$ cat src/rtl/rgb_color_histogram_unit_assert.svh
// assertion macros for the color histogram unit
// no dependencies; included by rgb_color_histogram_unit, which checks its own logic
`ifndef RGB_COLOR_HISTOGRAM_UNIT_ASSERT_SVH
`define RGB_COLOR_HISTOGRAM_UNIT_ASSERT_SVH

// same-cycle implication, checked out of reset
`define RGBH_ASSERT_NOW(label, clk, rstn, ante, cons) \
    label: assert property (@(posedge clk) disable iff (!(rstn)) (ante) |-> (cons)) \
        else $error("rgbh same-cycle check failed");

// next-cycle implication, checked out of reset
`define RGBH_ASSERT_NEXT(label, clk, rstn, ante, cons) \
    label: assert property (@(posedge clk) disable iff (!(rstn)) (ante) |=> (cons)) \
        else $error("rgbh next-cycle check failed");

`endif

$ cat src/rtl/rgbh_pkg.sv
// shared types and constants for the color histogram unit
// no dependencies; used by rgbh_divider and rgb_color_histogram_unit
package rgbh_pkg;

    localparam int DEF_MAX_BIN_BITS = 9;
    localparam int DEF_COUNT_BITS   = 24;

    localparam int CH_BITS       = 8;               // bits per color channel
    localparam int CFG_BITS      = 4;               // bin_bits register width
    localparam int ACT_BITS      = 2;
    localparam int READ_IDX_BITS = 9;
    localparam int SCALE_BITS    = 8;               // result scale is 2^8
    localparam int QUOT_BITS     = SCALE_BITS + 1;  // 0..256

    localparam int S_TDATA_BITS = 40;
    localparam int M_TDATA_BITS = 24;

    typedef enum logic [ACT_BITS-1:0] {
        ACT_COUNT = 2'd0,
        ACT_READ  = 2'd1,
        ACT_CLEAR = 2'd2
    } action_t;

    typedef struct packed {
        logic busy;
        logic done;
    } div_status_t;

endpackage

$ cat src/rtl/rgbh_divider.sv
// iterative restoring divider, one quotient bit per cycle
// depends on rgbh_pkg; computes floor(dividend*2^SCALE_BITS/divisor) for dividend <= divisor
module rgbh_divider
    import rgbh_pkg::*;
#(
    parameter int COUNT_BITS = DEF_COUNT_BITS
) (
    input  logic                  aclk,
    input  logic                  aresetn,
    input  logic                  start,
    input  logic [COUNT_BITS-1:0] dividend,
    input  logic [COUNT_BITS-1:0] divisor,
    output logic [QUOT_BITS-1:0]  quotient,
    output div_status_t           status
);

    localparam int STEP_BITS = $clog2(QUOT_BITS + 1);

    logic [COUNT_BITS:0]    rem_reg, rem_next;
    logic [COUNT_BITS-1:0]  dvs_reg;
    logic [QUOT_BITS-1:0]   quot_reg, quot_next;
    logic [STEP_BITS-1:0]   step_reg;
    logic                   done_reg;
    logic                   take;
    logic [COUNT_BITS:0]    diff;

    // one compare-subtract step, then double the partial remainder
    always_comb begin
        take      = (rem_reg >= {1'b0, dvs_reg});
        diff      = take ? (rem_reg - {1'b0, dvs_reg}) : rem_reg;
        rem_next  = {diff[COUNT_BITS-1:0], 1'b0};
        quot_next = {quot_reg[QUOT_BITS-2:0], take};
    end

    always_ff @(posedge aclk) begin
        if (!aresetn) begin
            step_reg <= '0;
            done_reg <= 1'b0;
        end else begin
            done_reg <= (step_reg == STEP_BITS'(1));
            if (start) begin
                step_reg <= STEP_BITS'(QUOT_BITS);
            end else if (step_reg != '0) begin
                step_reg <= step_reg - STEP_BITS'(1);
            end
        end
    end

    always_ff @(posedge aclk) begin
        if (start) begin
            rem_reg  <= {1'b0, dividend};
            dvs_reg  <= divisor;
            quot_reg <= '0;
        end else if (step_reg != '0) begin
            rem_reg  <= rem_next;
            quot_reg <= quot_next;
        end
    end

    assign quotient    = quot_reg;
    assign status.busy = (step_reg != '0);
    assign status.done = done_reg;

endmodule

$ cat config.mk
export PLATFORM = sky130hd
export DESIGN_NAME = rgbh_divider
export DESIGN_NICKNAME = d
export VERILOG_FILES = /design/src/rtl/rgb_color_histogram_unit_assert.svh /design/src/rtl/rgbh_pkg.sv /design/src/rtl/rgbh_divider.sv
export SDC_FILE = /design/constraint.sdc
export NUM_CORES = 1
export LEC_CHECK = 0
export BUFFER_PORTS_ARGS = -buffer_cell sky130_fd_sc_hd__clkbuf_2
export CORE_ASPECT_RATIO = 1.25
export CORE_UTILIZATION = 39
export CTS_CLUSTER_SIZE = 40
export DETAILED_ROUTE_END_ITERATION = 7
export GPL_TIMING_DRIVEN = 1
export PLACE_DENSITY_LB_ADDON = 0.15
export RECOVER_POWER = 25
export REMOVE_ABC_BUFFERS = 1
export SYNTH_ARGS = -nofsm -noshare
export SYNTH_HDL_FRONTEND = slang
export SYNTH_SLANG_ARGS = --single-unit
$ cat constraint.sdc
create_clock -name aclk -period 6.9 [get_ports aclk]
set_clock_uncertainty 0.1 [all_clocks]
set_input_delay 0 -clock aclk [delete_from_list [all_inputs] [get_ports aclk]]
set_output_delay 0 -clock aclk [all_outputs]
set_load 0.01 [all_outputs]
==> impl_metrics.toml, run 1 <==
[job]
max_cap_violations = 1

[drt]
ant_nets = 0
detailed_route_vias_per_instance = 5.14
dr.first_iter.drc_count = 188
number_of_search_and_repair_iterations_in_the_first_detailed_routing_pass = 4
drcViolationCount = 0
finalWirelength_um = 8730
routed-via-count = 3287
detail_route.wl_per_cell_um = 13.7

[global_route]
globalRouteOverflowTotal = 0
grt.total_usage_pct = 18.5
antenna_violations_before_repair = 0
grt_pass1_wl_um = 15000
first_global_vias = 3226
pin_count_of_the_biggest_net_entering_global_routing = 47

[yosys]
synth.ff_latch_count = 63
synth_cells = 400
total_standard_cell_area_after_synthesis_mm2 = 0.00382
post_synthesis_area_per_instance_um2 = 9.54
synthArstFlopShare_pct = 0
synth_warnings = 0
post_synthesis_sequential_area_ratio_pct = 45.6
synth_cell_types = 58
synth_enable_flop_cells = 48
synth_top_flop_cell = "sky130_fd_sc_hd__edfxtp_1"

[timing]
grt_setup_unrepaired = "false"
finalSetupViolations = 0
period_share_pct = 58.4
setup_total_negative_slack_ns = 0
slew_headroom_pct = -57.3
finalHoldViolCount = 0
max_slew.worst_pin.slew_ns = 2.36
max_freq_ghz = 0.248
final.min_clock_period_ns = 4.03
timing.final.ws_setup_ns = 2.87
slew_viols_final = 47

[outcome]
outcome = "complete, but fails checks"
failed_checks = "capacitance limit, slew limit"

[cells_and_area]
syn2layout_area_growth_pct = 30.9
finalNonFillerCells = 639
antenna_cells = 0
fillerInstances = 934
nNetsFinal = 586
multi_input_comb_area_mm2 = 0.00187
sequential_cell_area_mm2 = 0.00174
largest_register_ffs = 25
final_layout_size_suffix_gt1_share_pct = 17.0

[clock_network]
clk_path_buf_depth = 2
tritoncts = "yes"
cts_htree_levels = 3
cts_inserted_buffers = 9
clkSinkCount = 63
clk_pin_slew_ns = 0.06
clockRootBuffer = "sky130_fd_sc_hd__clkbuf_16"
clock_latency_on_the_worst_skew_pair_ns = 0.34
postCtsSetupRepairBufs = 0

[floorplanning]
fp.dieArea_mm2 = 0.0102
rows = 40
die_w_um = 90.5
floorplan.initialDensity_pct = 39.9
num_io_pins = 62
core_mm2 = 0.00956
floorplan.die.height_um = 113

[worst_setup_path]
critical_path.reg2reg.startpoint = "rem_reg[15]"
critPathArrivalTime_ns = 3.88
endpoint = "rem_reg[9]"
critical_path.startpoint = "start"
regToRegSetupSlack_ns = 3.22
critical_path.endpoint_type = "flip-flop"
crit_path_required_time_ns = 6.75
timing.critical_path.from_type = "input pin"
timing.reg2reg.worst_path_depth = 9
crit_fanout = 46
worst-setup-path-type = "in -> reg"
critical_path.slowest_cell = "sky130_fd_sc_hd__clkbuf_1"
max_stage_delay_ns = 1.67
critical_path.cell_chain = "clkbuf_2 > clkbuf_1 > inv_2 > nand2_1"
worstReg2RegEnd = "rem_reg[2]"

[hold_path]
worstHoldPathType = "in -> reg"

[place]
preCtsSetupSlack_ns = 3.21
place_hpwl_um = 5710
place.gp.congestion = 0.809
portBuffers = 61
place_inst = 574

[pwr]
power.static_leakage_nw = 2.19
power_per_cell_area_mw_per_mm2 = 413
vdd.ir_drop.worst_mv = 0.153
## repair_timing
item / CTS / global route
hold buffers: 49 / 0
resized for setup: 0 / 0
endpoints found under the hold margin: 53 / 0
## routing by layer
| metal | global-route usage, % | vias to the layer above | part of all wire (%) |
|---|---|---|---|
| li1 | - | 1669 | - |
| met1 | 23.2 | 1545 | 47 |
| met2 | 31.0 | 62 | 48 |
| met3 | 3.39 | 11 | 3.2 |
| met4 | 8.39 | 0 | 2.0 |
| met5 | 0 | - | 0 |
## stage by stage
stage / utilization, % / hold WS (ns) / total power [mW] / cell area, µm²
2_1_floorplan: - / -0.0309 / 1.36 / 3740
3_5_place_dp: 44.0 / 0.0786 / 1.59 / 4210
4_1_cts: 52.3 / 0.146 / 2.08 / 5000
6_report: 52.3 / 0.277 / 2.07 / 5000
5_1_grt: 52.3 / 0.270 / 2.24 / 5000
3_3_place_gp: 44.0 / 0.0764 / 1.59 / 4210
## layout make-up
type	count	area share, %
Inverter	34	2.55
Timing Repair Buffer	111	16.0
Tap cell	126	3.15
Multi-Input combinational cell	289	37.4
Clock inverter	6	1.05
Clock buffer	10	5.01
Sequential cell	63	34.9
## synthesized netlist by cell type, types with 2 or more instances
cell,count,share of area [%]
sky130_fd_sc_hd__and4_1,2,0.46
sky130_fd_sc_hd__a21boi_0,3,0.59
sky130_fd_sc_hd__xor2_1,4,0.92
sky130_fd_sc_hd__or2_2,2,0.33
sky130_fd_sc_hd__nor4_1,2,0.33
sky130_fd_sc_hd__nor3_1,7,0.92
sky130_fd_sc_hd__nand2_1,62,6.1
sky130_fd_sc_hd__clkbuf_1,7,0.69
sky130_fd_sc_hd__ha_1,26,8.5
sky130_fd_sc_hd__o21ai_0,10,1.3
sky130_fd_sc_hd__buf_1,2,0.20
sky130_fd_sc_hd__a21o_1,13,2.6
sky130_fd_sc_hd__o21a_1,5,0.98
sky130_fd_sc_hd__a211oi_1,4,0.79
sky130_fd_sc_hd__edfxtp_1,48,38
sky130_fd_sc_hd__or4_1,2,0.39
sky130_fd_sc_hd__a211o_1,2,0.46
sky130_fd_sc_hd__a2bb2oi_1,3,0.69
sky130_fd_sc_hd__or3_1,3,0.49
sky130_fd_sc_hd__and3_1,8,1.3
sky130_fd_sc_hd__o21bai_1,3,0.59
sky130_fd_sc_hd__nor2_1,25,2.5
sky130_fd_sc_hd__o211ai_1,2,0.39
sky130_fd_sc_hd__a21oi_1,34,4.5
sky130_fd_sc_hd__and2_1,5,0.82
sky130_fd_sc_hd__dfxtp_1,15,7.9
sky130_fd_sc_hd__a2111oi_0,2,0.46
sky130_fd_sc_hd__a31oi_1,14,2.3
sky130_fd_sc_hd__buf_4,2,0.39
sky130_fd_sc_hd__inv_1,33,3.2
sky130_fd_sc_hd__nand3_1,9,1.2
sky130_fd_sc_hd__nor2b_1,3,0.49
sky130_fd_sc_hd__xnor2_1,10,2.3
sky130_fd_sc_hd__nand4_1,3,0.49
sky130_fd_sc_hd__o2bb2ai_1,2,0.46
## power by group
group | internal, mW | leakage, nW | switching, mW
registers | 0.536 | 0.601 | 0.0525
logic | 0.426 | 1.44 | 0.603
clock network | 0.269 | 0.148 | 0.180
## layout by cell type (no fill, tap or decap), types with 3 or more instances in the layout
cell / netlist / layout
sky130_fd_sc_hd__inv_1: 33 / 33
sky130_fd_sc_hd__dlygate4sd3_1: 0 / 49
sky130_fd_sc_hd__a21oi_1: 34 / 34
sky130_fd_sc_hd__nand2_1: 62 / 62
sky130_fd_sc_hd__clkbuf_16: 0 / 10
sky130_fd_sc_hd__or3_1: 3 / 3
sky130_fd_sc_hd__clkbuf_2: 0 / 61
sky130_fd_sc_hd__xnor2_1: 10 / 10
sky130_fd_sc_hd__a31oi_1: 14 / 14
sky130_fd_sc_hd__a21o_1: 13 / 13
sky130_fd_sc_hd__clkinv_4: 0 / 5
sky130_fd_sc_hd__edfxtp_1: 48 / 48
sky130_fd_sc_hd__and3_1: 8 / 8
sky130_fd_sc_hd__a21boi_0: 3 / 3
sky130_fd_sc_hd__a2bb2oi_1: 3 / 3
sky130_fd_sc_hd__o21ai_0: 10 / 10
sky130_fd_sc_hd__ha_1: 26 / 26
sky130_fd_sc_hd__nand3_1: 9 / 9
sky130_fd_sc_hd__nor2_1: 25 / 25
sky130_fd_sc_hd__nor3_1: 7 / 7
sky130_fd_sc_hd__nor2b_1: 3 / 3
sky130_fd_sc_hd__o21a_1: 5 / 5
sky130_fd_sc_hd__nand4_1: 3 / 3
sky130_fd_sc_hd__dfxtp_1: 15 / 15
sky130_fd_sc_hd__xor2_1: 4 / 4
sky130_fd_sc_hd__o21bai_1: 3 / 3
sky130_fd_sc_hd__a211oi_1: 4 / 4
sky130_fd_sc_hd__and2_1: 5 / 5
## how the worst min path moves through the flow
stage               start     endpoint  slack, ns  depth (start not counted)
6_report       divisor[0]   dvs_reg[0]       0.28                          2
5_1_grt        divisor[4]   dvs_reg[4]       0.27                          2
4_1_cts             start  quotient[5]       0.15                          3
3_5_place_dp   divisor[4]   dvs_reg[4]       0.08                          1
3_3_place_gp   divisor[7]   dvs_reg[7]       0.08                          1
2_1_floorplan       start  quotient[1]      -0.03                          1
## kinds of logic after synthesis
family,Yosys count,share of synthesized area [%]
buf+inv,48,5.44
fa+ha+maj,27,9.05
xor+xnor,14,3.21
simple gates,136,16.4
flops,63,45.6
mux,2,0.688
compound gates,110,19.6
## critical path: cells and delay by family
family	cells	cell delay, ns
and+or+nand+nor	1	1.14
buffers and inverters	3	2.71
Note: power is estimated with default switching activity, not from simulation.
==> run 2, diff against run 1 <==
Clock period 6.9 ns to 3.73 ns, I/O delays scaled along.
==> run 2 against run 1 <==
Effect of this change:
- the run now ends clean
- worst hold slack gained 0.00068 ns
- global-route usage grew 0.22 points
- core utilization rose by 0.34 points
- power increased by 87%
- critical path type is now reg -> reg
- largest power group unchanged
==> impl_metrics.toml, run 2 (synthesis results as in run 1) <==
[outcome]
outcome = "completed"

[worst_setup_path]
worst-setup-path-type = "reg -> reg"
critical_path.slowest_cell = "sky130_fd_sc_hd__a2111oi_0"
timing.reg2reg.worst_path_depth = 9
critPathArrivalTime_ns = 3.26
worstReg2RegEnd = "rem_reg[21]"
critical_path.cell_chain = "ha_1 > and3_4 > nand4_1 > or4_1 > o311a_1 > a22oi_4 > nand2_2 > a2111oi_0 > a211oi_1"
max_stage_delay_ns = 0.45
critical_path.startpoint = "rem_reg[15]"
critical_path.reg2reg.startpoint = "rem_reg[15]"
crit_fanout = 20
regToRegSetupSlack_ns = 0.43
critical_path.endpoint_type = "flip-flop"
crit_path_required_time_ns = 3.69
timing.critical_path.from_type = "flip-flop"

[cells_and_area]
fin_util_pct = 52.6
largest_register_ffs = 25
syn2layout_area_growth_pct = 31.8
final_common_cell = "sky130_fd_sc_hd__nand2_1"
fillerInstances = 881
antenna_cells = 0
nNetsFinal = 591
final_layout_size_suffix_gt1_share_pct = 17.8
layout_common_cells = "sky130_fd_sc_hd__nand2_1 (62), sky130_fd_sc_hd__clkbuf_2 (60), sky130_fd_sc_hd__dlygate4sd3_1 (49)"

[timing]
final.min_clock_period_ns = 3.30
finalSetupViolations = 0
slew_viols_final = 0
max_slew.worst_pin.slew_ns = 1.29
setup_total_negative_slack_ns = 0
max_freq_ghz = 0.303
slew_headroom_pct = 14.1
finalHoldViolCount = 0
grt_setup_unrepaired = "false"
period_share_pct = 88.6
hold_slack_ns = 0.278

[clock_network]
tritoncts = "yes"
clk_path_buf_depth = 2
clockRootBuffer = "sky130_fd_sc_hd__clkbuf_16"
postCtsSetupRepairBufs = 0
cts_inserted_buffers = 9
cts_htree_levels = 3
clk_pin_slew_ns = 0.06
clkSinkCount = 63
postCtsResizedCells = 0
clock_latency_on_the_worst_skew_pair_ns = 0.33

[floorplanning]
core_mm2 = 0.00956
die_w_um = 90.5
fp.dieArea_mm2 = 0.0102
floorplan.die.height_um = 113
num_io_pins = 62
floorplan.initialDensity_pct = 39.9
rows = 40

[hold_path]
timing.hold.worst.start = "divisor[20]"
worstHoldPathType = "in -> reg"
whs_path_depth = 2
timing.hold.worst_endpoint = "dvs_reg[20]"

[drt]
routed-via-count = 3230
drcViolationCount = 0
finalWirelength_um = 8970
detailed_route_vias_per_instance = 5.02
dr.first_iter.drc_count = 169
ant_nets = 0
detail_route.wl_per_cell_um = 13.9
number_of_search_and_repair_iterations_in_the_first_detailed_routing_pass = 4

[global_route]
first_global_vias = 3193
antenna_violations_before_repair = 0
grt_pass1_wl_um = 15000
globalRouteOverflowTotal = 0
pin_count_of_the_biggest_net_entering_global_routing = 45
grt.total_usage_pct = 18.8

[place]
place_hpwl_um = 6140
place.gp.congestion = 0.814
portBuffers = 61

[pwr]
vdd.ir_drop.worst_mv = 0.300
power.static_leakage_nw = 2.22
power_per_cell_area_mw_per_mm2 = 766

[job]
max_cap_violations = 0
## run 2: report_power, final
| part | switching, mW | internal [mW] | total [mW] |
|---|---|---|---|
| logic | 1.12 | 0.855 | 1.97 |
| registers | 0.105 | 0.990 | 1.10 |
| clock network | 0.316 | 0.470 | 0.786 |
## run 2: worst max-delay path: cells and delay by family, from the launching register on
kind                     cells  cell delay (ns)
AO/OA/AOI/OAI                4             1.12
adder cells (fa/ha/maj)      1             0.39
flip-flops                   1             0.39
AND/OR/NAND/NOR              4             1.02
## run 2: metal layers
metal	wire [µm]	vias up	GRT usage, %
met1	4180	1487	23.2
met2	4400	55	31.8
met5	0	-	0
li1	-	1681	-
met3	278	7	4.27
met4	107	0	7.20
## run 2: worst max-delay path by stage
stage | end | slack (ns)
after floorplan | rem_reg[2] | 0.54
after global placement | rem_reg[19] | 0.51
after detailed placement | rem_reg[21] | 0.43
after CTS | rem_reg[21] | 0.42
after global routing | rem_reg[19] | 0.14
final | rem_reg[21] | 0.43
## run 2: area by class of cell
cell class,count,area [µm²],share of cell area (%)
clock buffers,10,239,4.75
clock inverters,6,43.8,0.871
inverters,34,128,2.54
multi-input cells,289,1870,37.1
flip-flops and latches,63,1740,34.6
well taps,126,158,3.13
repair buffers,116,852,16.9
## run 2: stage by stage
stage	total power, mW	cell area, µm²	setup WS (ns)	std cells
after floorplan	2.51	3740	0.541	386
after global placement	3.01	4260	0.513	579
after detailed placement	3.04	4260	0.433	579
after CTS	3.90	5030	0.418	644
after global routing	4.18	5030	0.135	644
final	3.85	5030	0.426	644
## run 2: what timing repair did
| action | 4_1_cts | 5_1_grt |
|---|---|---|
| endpoints found under the hold margin | 53 | 0 |
| setup endpoints to repair | 0 | 0 |
| hold buffers | 49 | 0 |
==> run 3, diff against run 2 <==
Settings changed: CTS_CLUSTER_DIAMETER from default to 40, RECOVER_POWER 25 to default.
==> run 3 against run 2 <==
Effect of this change:
- critical path depth unchanged
- count of clock-buffer cells in the layout did not move
- cell area is essentially flat
- sequential power about the same
- die area did not move
- critical endpoint unchanged
- worst setup slack about the same
- routed wire length about the same
- worst hold slack lost 0.12 ns
==> impl_metrics.toml, run 3 (synthesis results as in run 1) <==
[outcome]
outcome = "completed"

[drt]
number_of_search_and_repair_iterations_in_the_first_detailed_routing_pass = 4
ant_nets = 0
finalWirelength_um = 8960
detail_route.wl_per_cell_um = 13.9
detailed_route_vias_per_instance = 5.02
dr.first_iter.drc_count = 170
routed-via-count = 3230
drcViolationCount = 0

[place]
preCtsSetupSlack_ns = 0.433
placed_cell_area_mm2 = 0.00426
place.gp.congestion = 0.814
place_inst = 579
place_hpwl_um = 6140
portBuffers = 61

[timing]
slew_viols_final = 0
final.min_clock_period_ns = 3.30
period_share_pct = 88.6
max_freq_ghz = 0.303
timing.final.ws_setup_ns = 0.426
max_slew.worst_pin.slew_ns = 0.633
setup_total_negative_slack_ns = 0
finalSetupViolations = 0
slew_headroom_pct = 57.7
finalHoldViolCount = 0
grt_setup_unrepaired = "false"

[worst_setup_path]
worst-setup-path-type = "reg -> reg"
crit_fanout = 20
critical_path.cell_chain = "ha_1 > and3_4 > nand4_1 > or4_1 > o311a_1 > a22oi_4 > nand2_2 > a2111oi_0 > a211oi_1"
critPathArrivalTime_ns = 3.26
crit_path_required_time_ns = 3.69
critical_path.slowest_cell = "sky130_fd_sc_hd__a2111oi_0"
critical_path.endpoint_type = "flip-flop"
max_stage_delay_ns = 0.45
timing.critical_path.from_type = "flip-flop"

[clock_network]
clkSinkCount = 63
clk_pin_slew_ns = 0.06
postCtsSetupRepairBufs = 0
clockRootBuffer = "sky130_fd_sc_hd__clkbuf_16"
tritoncts = "yes"
cts.hold.buffers_added = 49
cts_inserted_buffers = 9
clock_latency_on_the_worst_skew_pair_ns = 0.33
postCtsResizedCells = 0
clk_path_buf_depth = 2
cts_htree_levels = 3

[pwr]
vdd.ir_drop.worst_mv = 0.300
power_per_cell_area_mw_per_mm2 = 766
power.static_leakage_nw = 2.22

[cells_and_area]
final_layout_size_suffix_gt1_share_pct = 18.0
layout_common_cells = "sky130_fd_sc_hd__nand2_1 (62), sky130_fd_sc_hd__clkbuf_2 (61), sky130_fd_sc_hd__dlygate4sd3_1 (49)"
syn2layout_area_growth_pct = 31.8
fin_area_mm2 = 0.00503
nNetsFinal = 591
largest_register_ffs = 25
final_common_cell = "sky130_fd_sc_hd__nand2_1"
finalNonFillerCells = 644
antenna_cells = 0

[floorplanning]
floorplan.die.height_um = 113
rows = 40
core_mm2 = 0.00956
floorplan.initialDensity_pct = 39.9
num_io_pins = 62
die_w_um = 90.5
fp.dieArea_mm2 = 0.0102

[hold_path]
worstHoldPathType = "in -> reg"

[global_route]
globalRouteOverflowTotal = 0
antenna_violations_before_repair = 0
grt_pass1_wl_um = 15000
first_global_vias = 3193
grt.total_usage_pct = 18.8
pin_count_of_the_biggest_net_entering_global_routing = 45

[job]
max_cap_violations = 0
run 3: final timing paths:
path / start / to / slack [ns] / cells past startpoint
worst max register to register: rem_reg[15] / rem_reg[21] / 0.43 / 9
worst min-delay path: start / quotient[2] / 0.15 / 2
worst max-delay path: rem_reg[15] / rem_reg[21] / 0.43 / 9
worst min register to register: quotient[8] / quotient[8] / 0.36 / 2
run 3: through the flow:
stage                     total power [mW]  util, %  hold WS, ns
after floorplan                       2.51        -      -0.0309
after global placement                3.01     44.5       0.0765
after detailed placement              3.04     44.5       0.0786
after CTS                             3.90     52.6        0.154
after global routing                  4.18     52.6        0.207
final                                 3.85     52.6        0.154
run 3: metal layers:
layer / global-route usage [%] / share of wire (%) / up-vias
met5: 0 / 0 / -
met4: 7.20 / 1.2 / 0
met3: 4.27 / 3.1 / 7
met2: 31.8 / 49 / 55
met1: 23.2 / 47 / 1487
li1: - / - / 1681
run 3: final cells by class:
| type | count | area [µm²] |
|---|---|---|
| Inverter | 34 | 128 |
| Sequential cell | 63 | 1740 |
| Timing Repair Buffer | 116 | 853 |
| Tap cell | 126 | 158 |
| Clock buffer | 10 | 239 |
| Multi-Input combinational cell | 289 | 1870 |
| Clock inverter | 6 | 43.8 |
| Fill cell | 880 | 4530 |
run 3: report_power, final:
| group | leakage [nW] | internal (mW) | switching, mW |
|---|---|---|---|
| registers | 0.601 | 0.990 | 0.105 |
| logic | 1.48 | 0.855 | 1.12 |
| clock network | 0.143 | 0.470 | 0.316 |
run 3: critical path, delay by kind of cell (launching register included):
family	cells	cell delay (ns)
AOI/OAI and AO/OA	4	1.12
DFF	1	0.39
adders and majority gates	1	0.39
and+or+nand+nor	4	1.02
